**src/sv/icl8259_pkg.sv**
```systemverilog
// Shared types and codes for the interrupt controller.
// Depends on nothing; every other file in the block imports it.
`default_nettype none

package icl8259_pkg;

    localparam int unsigned InDataW  = 16;  // action, value, irq packed, padded to bytes
    localparam int unsigned OutDataW = 16;  // read_data, vector

    // Action codes carried in the low bits of an input word
    localparam logic [2:0] ACT_WRITE_CMD  = 3'd0;
    localparam logic [2:0] ACT_READ_STAT  = 3'd1;
    localparam logic [2:0] ACT_WRITE_DATA = 3'd2;
    localparam logic [2:0] ACT_READ_MASK  = 3'd3;
    localparam logic [2:0] ACT_REQUEST    = 3'd4;
    localparam logic [2:0] ACT_ACK        = 3'd5;

    typedef struct packed {
        logic [2:0] action;
        logic [7:0] value;
        logic [2:0] irq;
    } t_item;

    typedef struct packed {
        logic [7:0] read_data;
        logic [7:0] vector;
        logic       vector_valid;
    } t_result;

endpackage

`default_nettype wire

```
**src/sv/interrupt_controller_8259_lite.sv**
```systemverilog
// Simplified 8259-style interrupt controller. Each word on the slave stream is one
// action (command write, status read, data write, mask read, IRQ request or
// acknowledge) and produces exactly one word on the master stream, in order. A word
// is registered on entry, applied to the controller state by a combinational update
// and the answer is captured in the output register, which presents it to the sink;
// one word is taken per cycle for as long as the sink keeps i_m_axis_tready high. The
// output register is the only thing that stalls the path.
`default_nettype none

module interrupt_controller_8259_lite (
    input  wire logic                              i_clk,
    input  wire logic                              i_rst_n,
    input  wire logic                              i_s_axis_tvalid,
    output logic                                   o_s_axis_tready,
    // [2:0] action, [10:3] value, [13:11] irq, [15:14] zero
    input  wire logic [icl8259_pkg::InDataW-1:0]   i_s_axis_tdata,
    output logic                                   o_m_axis_tvalid,
    input  wire logic                              i_m_axis_tready,
    // [7:0] read_data, [15:8] vector
    output logic [icl8259_pkg::OutDataW-1:0]       o_m_axis_tdata,
    // [0] vector_valid
    output logic                                   o_m_axis_tuser
);
    import icl8259_pkg::*;

    logic    w_free;
    logic    w_item_valid;
    logic    w_load;
    t_item   w_item;
    t_result w_result;

    assign w_load = w_item_valid && w_free;

    icl8259_in_reg u_in_reg (
        .i_clk           (i_clk),
        .i_rst_n         (i_rst_n),
        .i_s_axis_tvalid (i_s_axis_tvalid),
        .o_s_axis_tready (o_s_axis_tready),
        .i_s_axis_tdata  (i_s_axis_tdata),
        .i_advance       (w_free),
        .o_valid         (w_item_valid),
        .o_item          (w_item)
    );

    icl8259_core u_core (
        .i_clk    (i_clk),
        .i_rst_n  (i_rst_n),
        .i_fire   (w_load),
        .i_item   (w_item),
        .o_result (w_result)
    );

    icl8259_out_reg u_out_reg (
        .i_clk           (i_clk),
        .i_rst_n         (i_rst_n),
        .i_load          (w_load),
        .i_result        (w_result),
        .o_free          (w_free),
        .o_m_axis_tvalid (o_m_axis_tvalid),
        .i_m_axis_tready (i_m_axis_tready),
        .o_m_axis_tdata  (o_m_axis_tdata),
        .o_m_axis_tuser  (o_m_axis_tuser)
    );

    // A granted acknowledge never carries status or mask data
    a_ack_no_read: assert property (@(posedge i_clk) disable iff (!i_rst_n)
        o_m_axis_tvalid && o_m_axis_tuser |-> o_m_axis_tdata[7:0] == 8'd0)
        else $error("acknowledge word carries read data");

    // A word applied to the core is presented on the next cycle
    a_load_shows: assert property (@(posedge i_clk) disable iff (!i_rst_n)
        w_load |=> o_m_axis_tvalid)
        else $error("applied word did not reach the output register");

    // An empty output side must never block the input
    a_no_idle_stall: assert property (@(posedge i_clk) disable iff (!i_rst_n)
        !o_m_axis_tvalid |-> o_s_axis_tready)
        else $error("input stalled while output is empty");

endmodule

`default_nettype wire

```
**src/sv/icl8259_in_reg.sv**
```systemverilog
// Input register: takes one word from the slave stream and holds it for the core.
// Depends on icl8259_pkg.
`default_nettype none

module icl8259_in_reg (
    input  wire logic                              i_clk,
    input  wire logic                              i_rst_n,
    input  wire logic                              i_s_axis_tvalid,
    output logic                                   o_s_axis_tready,
    input  wire logic [icl8259_pkg::InDataW-1:0]   i_s_axis_tdata,
    input  wire logic                              i_advance,
    output logic                                   o_valid,
    output icl8259_pkg::t_item                     o_item
);
    import icl8259_pkg::*;

    logic  r_valid;
    t_item r_item;

    // Empty stage, or the held word moves on this cycle
    assign o_s_axis_tready = !r_valid || i_advance;

    always_ff @(posedge i_clk) begin
        if (!i_rst_n) begin
            r_valid <= 1'b0;
        end else if (o_s_axis_tready) begin
            r_valid <= i_s_axis_tvalid;
        end
    end

    always_ff @(posedge i_clk) begin
        if (o_s_axis_tready && i_s_axis_tvalid) begin
            r_item.action <= i_s_axis_tdata[2:0];
            r_item.value  <= i_s_axis_tdata[10:3];
            r_item.irq    <= i_s_axis_tdata[13:11];
        end
    end

    assign o_valid = r_valid;
    assign o_item  = r_item;

endmodule

`default_nettype wire

```
**src/sv/icl8259_core.sv**
```systemverilog
// Controller state (init sequence, IRR, ISR, mask, vector base) and the
// single-pass update for one action. Depends on icl8259_pkg.
`default_nettype none

module icl8259_core (
    input  wire logic                  i_clk,
    input  wire logic                  i_rst_n,
    input  wire logic                  i_fire,
    input  wire icl8259_pkg::t_item    i_item,
    output icl8259_pkg::t_result       o_result
);
    import icl8259_pkg::*;

    // Initialisation sequence
    localparam logic [2:0] STEP_ICW1 = 3'd1;
    localparam logic [2:0] STEP_ICW2 = 3'd2;
    localparam logic [2:0] STEP_ICW3 = 3'd3;
    localparam logic [2:0] STEP_ICW4 = 3'd4;
    localparam logic [2:0] STEP_RUN  = 3'd5;

    logic [2:0] r_step,     n_step;
    logic       r_need4,    n_need4;
    logic       r_isr_sel,  n_isr_sel;
    logic [7:0] r_isr,      n_isr;
    logic [7:0] r_irr,      n_irr;
    logic [7:0] r_mask,     n_mask;
    logic [4:0] r_base,     n_base;

    logic       w_found;
    logic [2:0] w_idx;

    // Lowest pending line wins
    always_comb begin
        w_found = 1'b0;
        w_idx   = 3'd0;
        for (int i = 7; i >= 0; i--) begin
            if (r_irr[i]) begin
                w_found = 1'b1;
                w_idx   = 3'(i);
            end
        end
    end

    always_comb begin
        n_step    = r_step;
        n_need4   = r_need4;
        n_isr_sel = r_isr_sel;
        n_isr     = r_isr;
        n_irr     = r_irr;
        n_mask    = r_mask;
        n_base    = r_base;
        o_result  = '0;
        case (i_item.action)
            ACT_WRITE_CMD: begin
                if (r_step == STEP_ICW1) begin
                    n_need4 = r_need4 | i_item.value[0];
                    n_step  = STEP_ICW2;
                end else if (i_item.value[3]) begin
                    if (i_item.value[1:0] == 2'b10) begin
                        n_isr_sel = 1'b0;
                    end else if (i_item.value[1:0] == 2'b11) begin
                        n_isr_sel = 1'b1;
                    end
                end else if (i_item.value[5]) begin
                    n_isr[i_item.value[2:0]] = 1'b0;
                end
            end
            ACT_READ_STAT: begin
                o_result.read_data = r_isr_sel ? r_isr : r_irr;
            end
            ACT_WRITE_DATA: begin
                if (r_step == STEP_ICW2) begin
                    n_base = i_item.value[7:3];
                    n_step = STEP_ICW3;
                end else if (r_step == STEP_ICW3) begin
                    n_step = STEP_ICW4;
                end else if (r_step == STEP_ICW4 && r_need4) begin
                    n_need4 = 1'b0;
                    n_step  = STEP_RUN;
                end else if (!r_need4 && (r_step == STEP_ICW4 || r_step == STEP_RUN)) begin
                    n_mask = i_item.value;
                end
            end
            ACT_READ_MASK: begin
                o_result.read_data = r_mask;
            end
            ACT_REQUEST: begin
                if (!r_mask[i_item.irq]) begin
                    n_irr[i_item.irq] = 1'b1;
                end
            end
            ACT_ACK: begin
                if (w_found) begin
                    n_irr[w_idx]          = 1'b0;
                    n_isr[w_idx]          = 1'b1;
                    o_result.vector       = {r_base, w_idx};
                    o_result.vector_valid = 1'b1;
                end
            end
            default: begin
            end
        endcase
    end

    always_ff @(posedge i_clk) begin
        if (!i_rst_n) begin
            r_step    <= STEP_ICW1;
            r_need4   <= 1'b0;
            r_isr_sel <= 1'b0;
            r_isr     <= '0;
            r_irr     <= '0;
            r_mask    <= '0;
            r_base    <= '0;
        end else if (i_fire) begin
            r_step    <= n_step;
            r_need4   <= n_need4;
            r_isr_sel <= n_isr_sel;
            r_isr     <= n_isr;
            r_irr     <= n_irr;
            r_mask    <= n_mask;
            r_base    <= n_base;
        end
    end

endmodule

`default_nettype wire

```
**src/sv/icl8259_out_reg.sv**
```systemverilog
// Result register on the master stream: holds a word until the sink takes it.
// Depends on icl8259_pkg.
`default_nettype none

module icl8259_out_reg (
    input  wire logic                              i_clk,
    input  wire logic                              i_rst_n,
    input  wire logic                              i_load,
    input  wire icl8259_pkg::t_result              i_result,
    output logic                                   o_free,
    output logic                                   o_m_axis_tvalid,
    input  wire logic                              i_m_axis_tready,
    output logic [icl8259_pkg::OutDataW-1:0]       o_m_axis_tdata,
    output logic                                   o_m_axis_tuser
);
    import icl8259_pkg::*;

    logic    r_valid;
    t_result r_result;

    // Room for a new word when empty or the held one leaves now
    assign o_free = !r_valid || i_m_axis_tready;

    always_ff @(posedge i_clk) begin
        if (!i_rst_n) begin
            r_valid <= 1'b0;
        end else if (o_free) begin
            r_valid <= i_load;
        end
    end

    always_ff @(posedge i_clk) begin
        if (i_load) begin
            r_result <= i_result;
        end
    end

    assign o_m_axis_tvalid = r_valid;
    assign o_m_axis_tdata  = {r_result.vector, r_result.read_data};
    assign o_m_axis_tuser  = r_result.vector_valid;

endmodule

`default_nettype wire
```
**config.mk**
```make
export PLATFORM = sky130hd
export DESIGN_NAME = interrupt_controller_8259_lite
export DESIGN_NICKNAME = d
export VERILOG_FILES = /design/src/sv/icl8259_pkg.sv /design/src/sv/interrupt_controller_8259_lite.sv /design/src/sv/icl8259_in_reg.sv /design/src/sv/icl8259_core.sv /design/src/sv/icl8259_out_reg.sv
export SDC_FILE = /design/constraint.sdc
export NUM_CORES = 1
export LEC_CHECK = 0
export ABC_AREA = 1
export BUFFER_PORTS_ARGS = -buffer_cell sky130_fd_sc_hd__buf_2
export CAP_MARGIN = 25
export CORE_UTILIZATION = 52
export CTS_CLUSTER_DIAMETER = 100
export DETAILED_ROUTE_END_ITERATION = 7
export PLACE_DENSITY_LB_ADDON = 0.12
export SLEW_MARGIN = 20
export SYNTH_ARGS = -nofsm -noshare
export SYNTH_HDL_FRONTEND = slang
export SYNTH_SLANG_ARGS = --single-unit
```
**constraint.sdc**
```tcl
create_clock -name i_clk -period 1.5 [get_ports i_clk]
set_clock_uncertainty 0.15 [all_clocks]
set_input_delay 0.225 -clock i_clk [delete_from_list [all_inputs] [get_ports i_clk]]
set_output_delay 0.225 -clock i_clk [all_outputs]
set_load 0.05 [all_outputs]
```
-- Word level (Yosys, flattened, before mapping)
Cells that the tools add are included.
- register bits after elaboration: 67
- bits of input ports: 20
- output and inout port bits: 19
- logic and storage cells: 127
- order comparisons: 6
- equal/unequal tests: 22
- muxes and demuxes: 47
- bitwise gates (word level): 11
- reduce and logical (&&, ||, !) cells: 26
- operators with widths (kind ; count):
    $mux 8 ; 7
    $pmux 8 s2 ; 3
    $mux 3 ; 12
    $mux 1 ; 19
    $reduce_and 6->1 ; 3
    $and 8x8->8 ; 2
    $not 8->8 ; 2
    $or 8x8->8 ; 2
    $eq 3x2->1 const B ; 4
    $eq 3x3->1 const B ; 4
    $lt 3x4->1 const B ; 3
    $ne 2x2->1 const B ; 6
    $demux 1 s3 ; 3
    $ge 3x1->1 const B ; 3
    $reduce_and 4->1 ; 2
    $reduce_bool 2->1 ; 4
    $logic_and 1x1->1 ; 7
    $eq 3x1->1 const B ; 2
    $ne 2x1->1 const B ; 3
    $pmux 3 s2 ; 1
    $reduce_and 5->1 ; 1
    $eq 2x2->1 const B ; 2
    $ne 4x1->1 const B ; 1
    $not 1->1 ; 4
    other kinds (8) ; 12

-- Depth between registers and ports, before layout
- depth after elaboration: 16
- gate-level depth with buffers: 14
- mapped depth without buffers: 13

-- Hierarchy
A second synthesis with hierarchy kept.
- cell total of the unflattened synthesis: 387
- area total of the unflattened synthesis: 3085.5 sq um
- modules (own cells, without submodules) (module ; times used ; cells an instance ; area each (sq um) ; sequential area each (sq um)):
    icl8259_core ; 1 ; 341 ; 2049.5 ; 680.7
    icl8259_out_reg ; 1 ; 23 ; 556.8 ; 530.5
    icl8259_in_reg ; 1 ; 21 ; 471.7 ; 440.4
    interrupt_controller_8259_lite ; 1 ; 2 ; 7.5 ; 0.0

-- Worst setup path before layout
Ideal clock, no wire load.
- kind: flip-flop to flip-flop
- start: register u_out_reg.r_valid (netlist: u_out_reg.o_m_axis_tvalid)
- end: register u_in_reg.r_item, in the netlist u_in_reg.o_item[0], enable pin
- arrival: 1.614 ns
- required time: 1.044 ns
- path slack: -0.570 ns
- stages on the path, launching flop included: 4
- buffers on the path: 0
- period minus slack after synthesis: 2.070 ns
- path through: dfxtp_1 -> nand3_1 -> nand2_1 -> inv_1
- longest elaborated chain between the ends: 4
- RTL lines (element ; line ; text):
    from (decl) ; icl8259_out_reg.sv:18 ; logic r_valid;
    from (signal assigned) ; icl8259_out_reg.sv:28 ; r_valid <= i_load;
    $logic_not 1->1 ; icl8259_out_reg.sv:22 ; assign o_free = !r_valid || i_m_axis_tready;
    $logic_or 1x1->1 ; icl8259_out_reg.sv:22 ;
    $logic_or 1x1->1 ; icl8259_in_reg.sv:21 ; assign o_s_axis_tready = !r_valid || i_advance;
    named net o_s_axis_tready ; interrupt_controller_8259_lite.sv:14 ; output logic o_s_axis_tready,
    $logic_and 1x1->1 ; icl8259_in_reg.sv:32 ; if (o_s_axis_tready && i_s_axis_tvalid) begin
    to (decl) ; icl8259_in_reg.sv:18 ; t_item r_item;
The timed path passes the listed nets, and every way through them passes these cells.
A chain may end at the register's enable or synchronous reset.

-- Worst setup path after layout
- start: register u_in_reg.r_item, in the netlist u_in_reg.o_item[13]
- end: register u_core.r_mask[2]
- longest elaborated chain between the ends: 2
- RTL lines (element ; line ; text):
    $eq 3x2->1 ; icl8259_core.sv:53 ; case (i_item.action)
    $reduce_and 6->1 (no line) ; n/a ;
    to (signal assigned) ; icl8259_core.sv:120 ; r_mask <= n_mask;
    to (decl) ; icl8259_core.sv:26 ; logic [7:0] r_mask, n_mask;
No other way between the ends.

==> qor.yml <==
setup_path:
  rrSetupSlack_ns: -0.25
  cp.required_ns: 1.64
  r2r_cells: 9
  end_kind: "flop"
  crit_start: "u_in_reg.o_item[13]"
  startpoint_type: "flop"
  crit_arrival_ns: 1.89
  worstReg2RegStart: "u_in_reg.o_item[13]"
  crit_type: "reg2reg"
  r2r_end: "u_core.r_mask[2]"
  crit_fanout: 6
cts:
  cts_tree: "done"
  clkTransAtPathRegs_ns: 0.07
  clk_latency_ns: 0.37
  cts.sinks: 67
  ctsHtreeMaxLevel: 3
  clockBufferDepth: 2
  cts_buffers: 9
  root_buffer: "clkbuf_8"
pwr:
  p_leak_nw: 2.06
  power_w: 0.00422
  power.density_nw_per_um2: 877
  vdd_drop_max_v: 0.000781
placement:
  gp_congestion: 0.915
  numPortBuffers: 36
  dp_hpwl_um: 5960
  place_ws_ns: -0.313
logic_synthesis:
  yosysMostFrequentCell: "nand2_1"
  synth-seq-cells: 67
  yosys_warnings: 0
  avgSynthCellArea_um2: 8.32
  synth_top_cell_by_area: "edfxtp_1"
  ys_seq_area_frac: 0.521
  synthesis.nets: 401
  netlist_area_um2: 3170
  synth_cell_types: 34
  synth_commonest_cells: "85 x nand2_1, 43 x inv_1, 36 x dfxtp_1"
  synth_edf_count: 31
  synth-main-ff-cell: "dfxtp_1"
  synth.area.top_cells: "edfxtp_1 29%, dfxtp_1 23%, nand2_1 10%, inv_1 5.1%, a21oi_1 5.1%"
  synthArstFlopShare: 0
  synth_cells: 381
  yosysTopAreaCellShare: 0.294
floorplan:
  rows: 28
  die_w_um: 80.1
  initial_core_util: 0.538
  num_io_pins: 39
  dieArea_um2: 6410
  die_h_um: 80.1
  core_area_um2: 5890
drt:
  routed_wl_um: 9240
  ant_nets: 0
  vias: 3199
  drc_errors: 0
  first_pass_iters: 5
  wl_per_cell_um: 15.5
  via_per_inst: 5.36
  drt_iter0_drc: 262
sta:
  post-route-period-util: 1.17
  whs_ns: 0.0344
  tns_ns: -6.13
  hold_viol: 0
  fin_crit_ns: 1.75
  max_freq_ghz: 0.571
  worst_slack_ns: -0.251
  setup_violations: 47
  tightest_slew_ns: 0.490
  maxSlewViolCount: 0
  rsz0062_at_grt: "yes"
  slew_headroom: 0.673
finish:
  areaGrowthSynthToFinish_pct: 51.8
  n_fill_cell: 351
  num_antenna_cells: 0
  fin_nets: 537
  drive_above_1_share: 0.433
worst_hold_path:
  hold_end: "u_out_reg.o_m_axis_tvalid"
  worstHoldStart: "i_m_axis_tready"
  hp-class: "in2reg"
  min_path_cells: 4
global_routing:
  grt_pass1_wl_um: 13500
  antenna_found_initial: 0
  grt.total_usage: 0.290
  grt_pass1_vias: 2955
  grt_max_degree: 24
  grt-ovfl-total: 0
flow_run:
  max_cap_viol_count: 0
outcome:
  status: "finished with violations"
  violations: "setup timing"
[power by group]
group | switching [W] | internal (W) | total, W
logic | 0.000310 | 0.000205 | 0.000514
registers | 0.0000363 | 0.00196 | 0.00199
clock network | 0.000724 | 0.000983 | 0.00171
[metal layers]
metal | part of all wire | vias to the layer above | wire (µm) | global-route usage
li1 | - | 1547 | - | -
met1 | 0.42 | 1476 | 3860 | 0.348
met2 | 0.49 | 157 | 4540 | 0.505
met3 | 0.072 | 19 | 665 | 0.0659
met4 | 0.019 | 0 | 176 | 0.107
met5 | 0 | - | 0 | 0
[logic make-up (layout without fill, tap and decap cells)]
family / Yosys count / count (layout) / share of synthesized area
and+or+nand+nor: 166 / 167 / 0.242
DFF: 67 / 67 / 0.521
buffers and inverters: 62 / 202 / 0.0821
AOI/OAI and AO/OA: 86 / 86 / 0.155
[cell type report]
class,instances,area (µm²),area share
clock buffers,12,145,0.0302
clock inverters,4,73.8,0.0153
inverters,54,230,0.0479
multi-input cells,253,1580,0.328
flip-flops and latches,67,1660,0.346
well taps,75,93.8,0.0195
repair buffers,132,1030,0.214
[sequential cells by signal, summed over array words and instances (netlist names), 3 cells and up]
signal                    cells
u_core.r_mask                 8
u_out_reg.o_m_axis_tdata     16
u_core.r_isr                  8
u_in_reg.o_item              14
u_core.r_step                 3
u_core.r_base                 5
u_core.r_irr                  8
[critical path, cell delays in order, from the launching register on]
cell      delay, ns
edfxtp_1       0.48
nor2_4         0.17
buf_6          0.13
nand2_4        0.05
clkinv_4       0.05
o21ai_4        0.08
nor2_4         0.22
buf_12         0.15
o21ai_2        0.05
a21oi_1        0.14
[timing repair]
item | in CTS | in global routing
endpoints found under the hold margin | 17 | 0
cloned | 0 | 1
setup endpoints to repair | 47 | 51
buffers inserted | 8 | 4
pin swaps | 22 | 11
gates resized for setup | 69 | 43
hold buffers | 16 | 0
[through the flow]
step / cell area [µm²] / std cells / utilization
2_1_floorplan: 3230 / 381 / -
3_3_place_gp: 3990 / 552 / 0.677
3_5_place_dp: 3990 / 552 / 0.677
4_1_cts: 4620 / 592 / 0.784
5_1_grt: 4810 / 597 / 0.817
6_report: 4810 / 597 / 0.817
[cell usage in the layout (no fill, tap or decap), types with 8 or more instances in the layout]
master / instances
a21oi_1: 26
buf_2: 35
buf_4: 64
buf_6: 14
clkbuf_8: 10
dfxtp_1: 29
dlygate4sd3_1: 16
edfxtp_1: 31
inv_1: 40
nand2_1: 75
nand2_4: 10
nand3_1: 22
nor2_1: 16
nor2_2: 13
o211ai_1: 8
o21ai_1: 11
o21ai_2: 16
[worst max path at each step]
stage	slack (ns)	end
floorplan	-0.05	u_core.r_isr[7]
global placement	-0.26	u_core.r_irr[4]
detailed placement	-0.31	u_core.r_irr[5]
CTS	-0.18	u_core.r_mask[7]
global route	-0.31	u_core.r_irr[2]
finish	-0.25	u_core.r_mask[2]
Power figures use the tool's default switching activity.
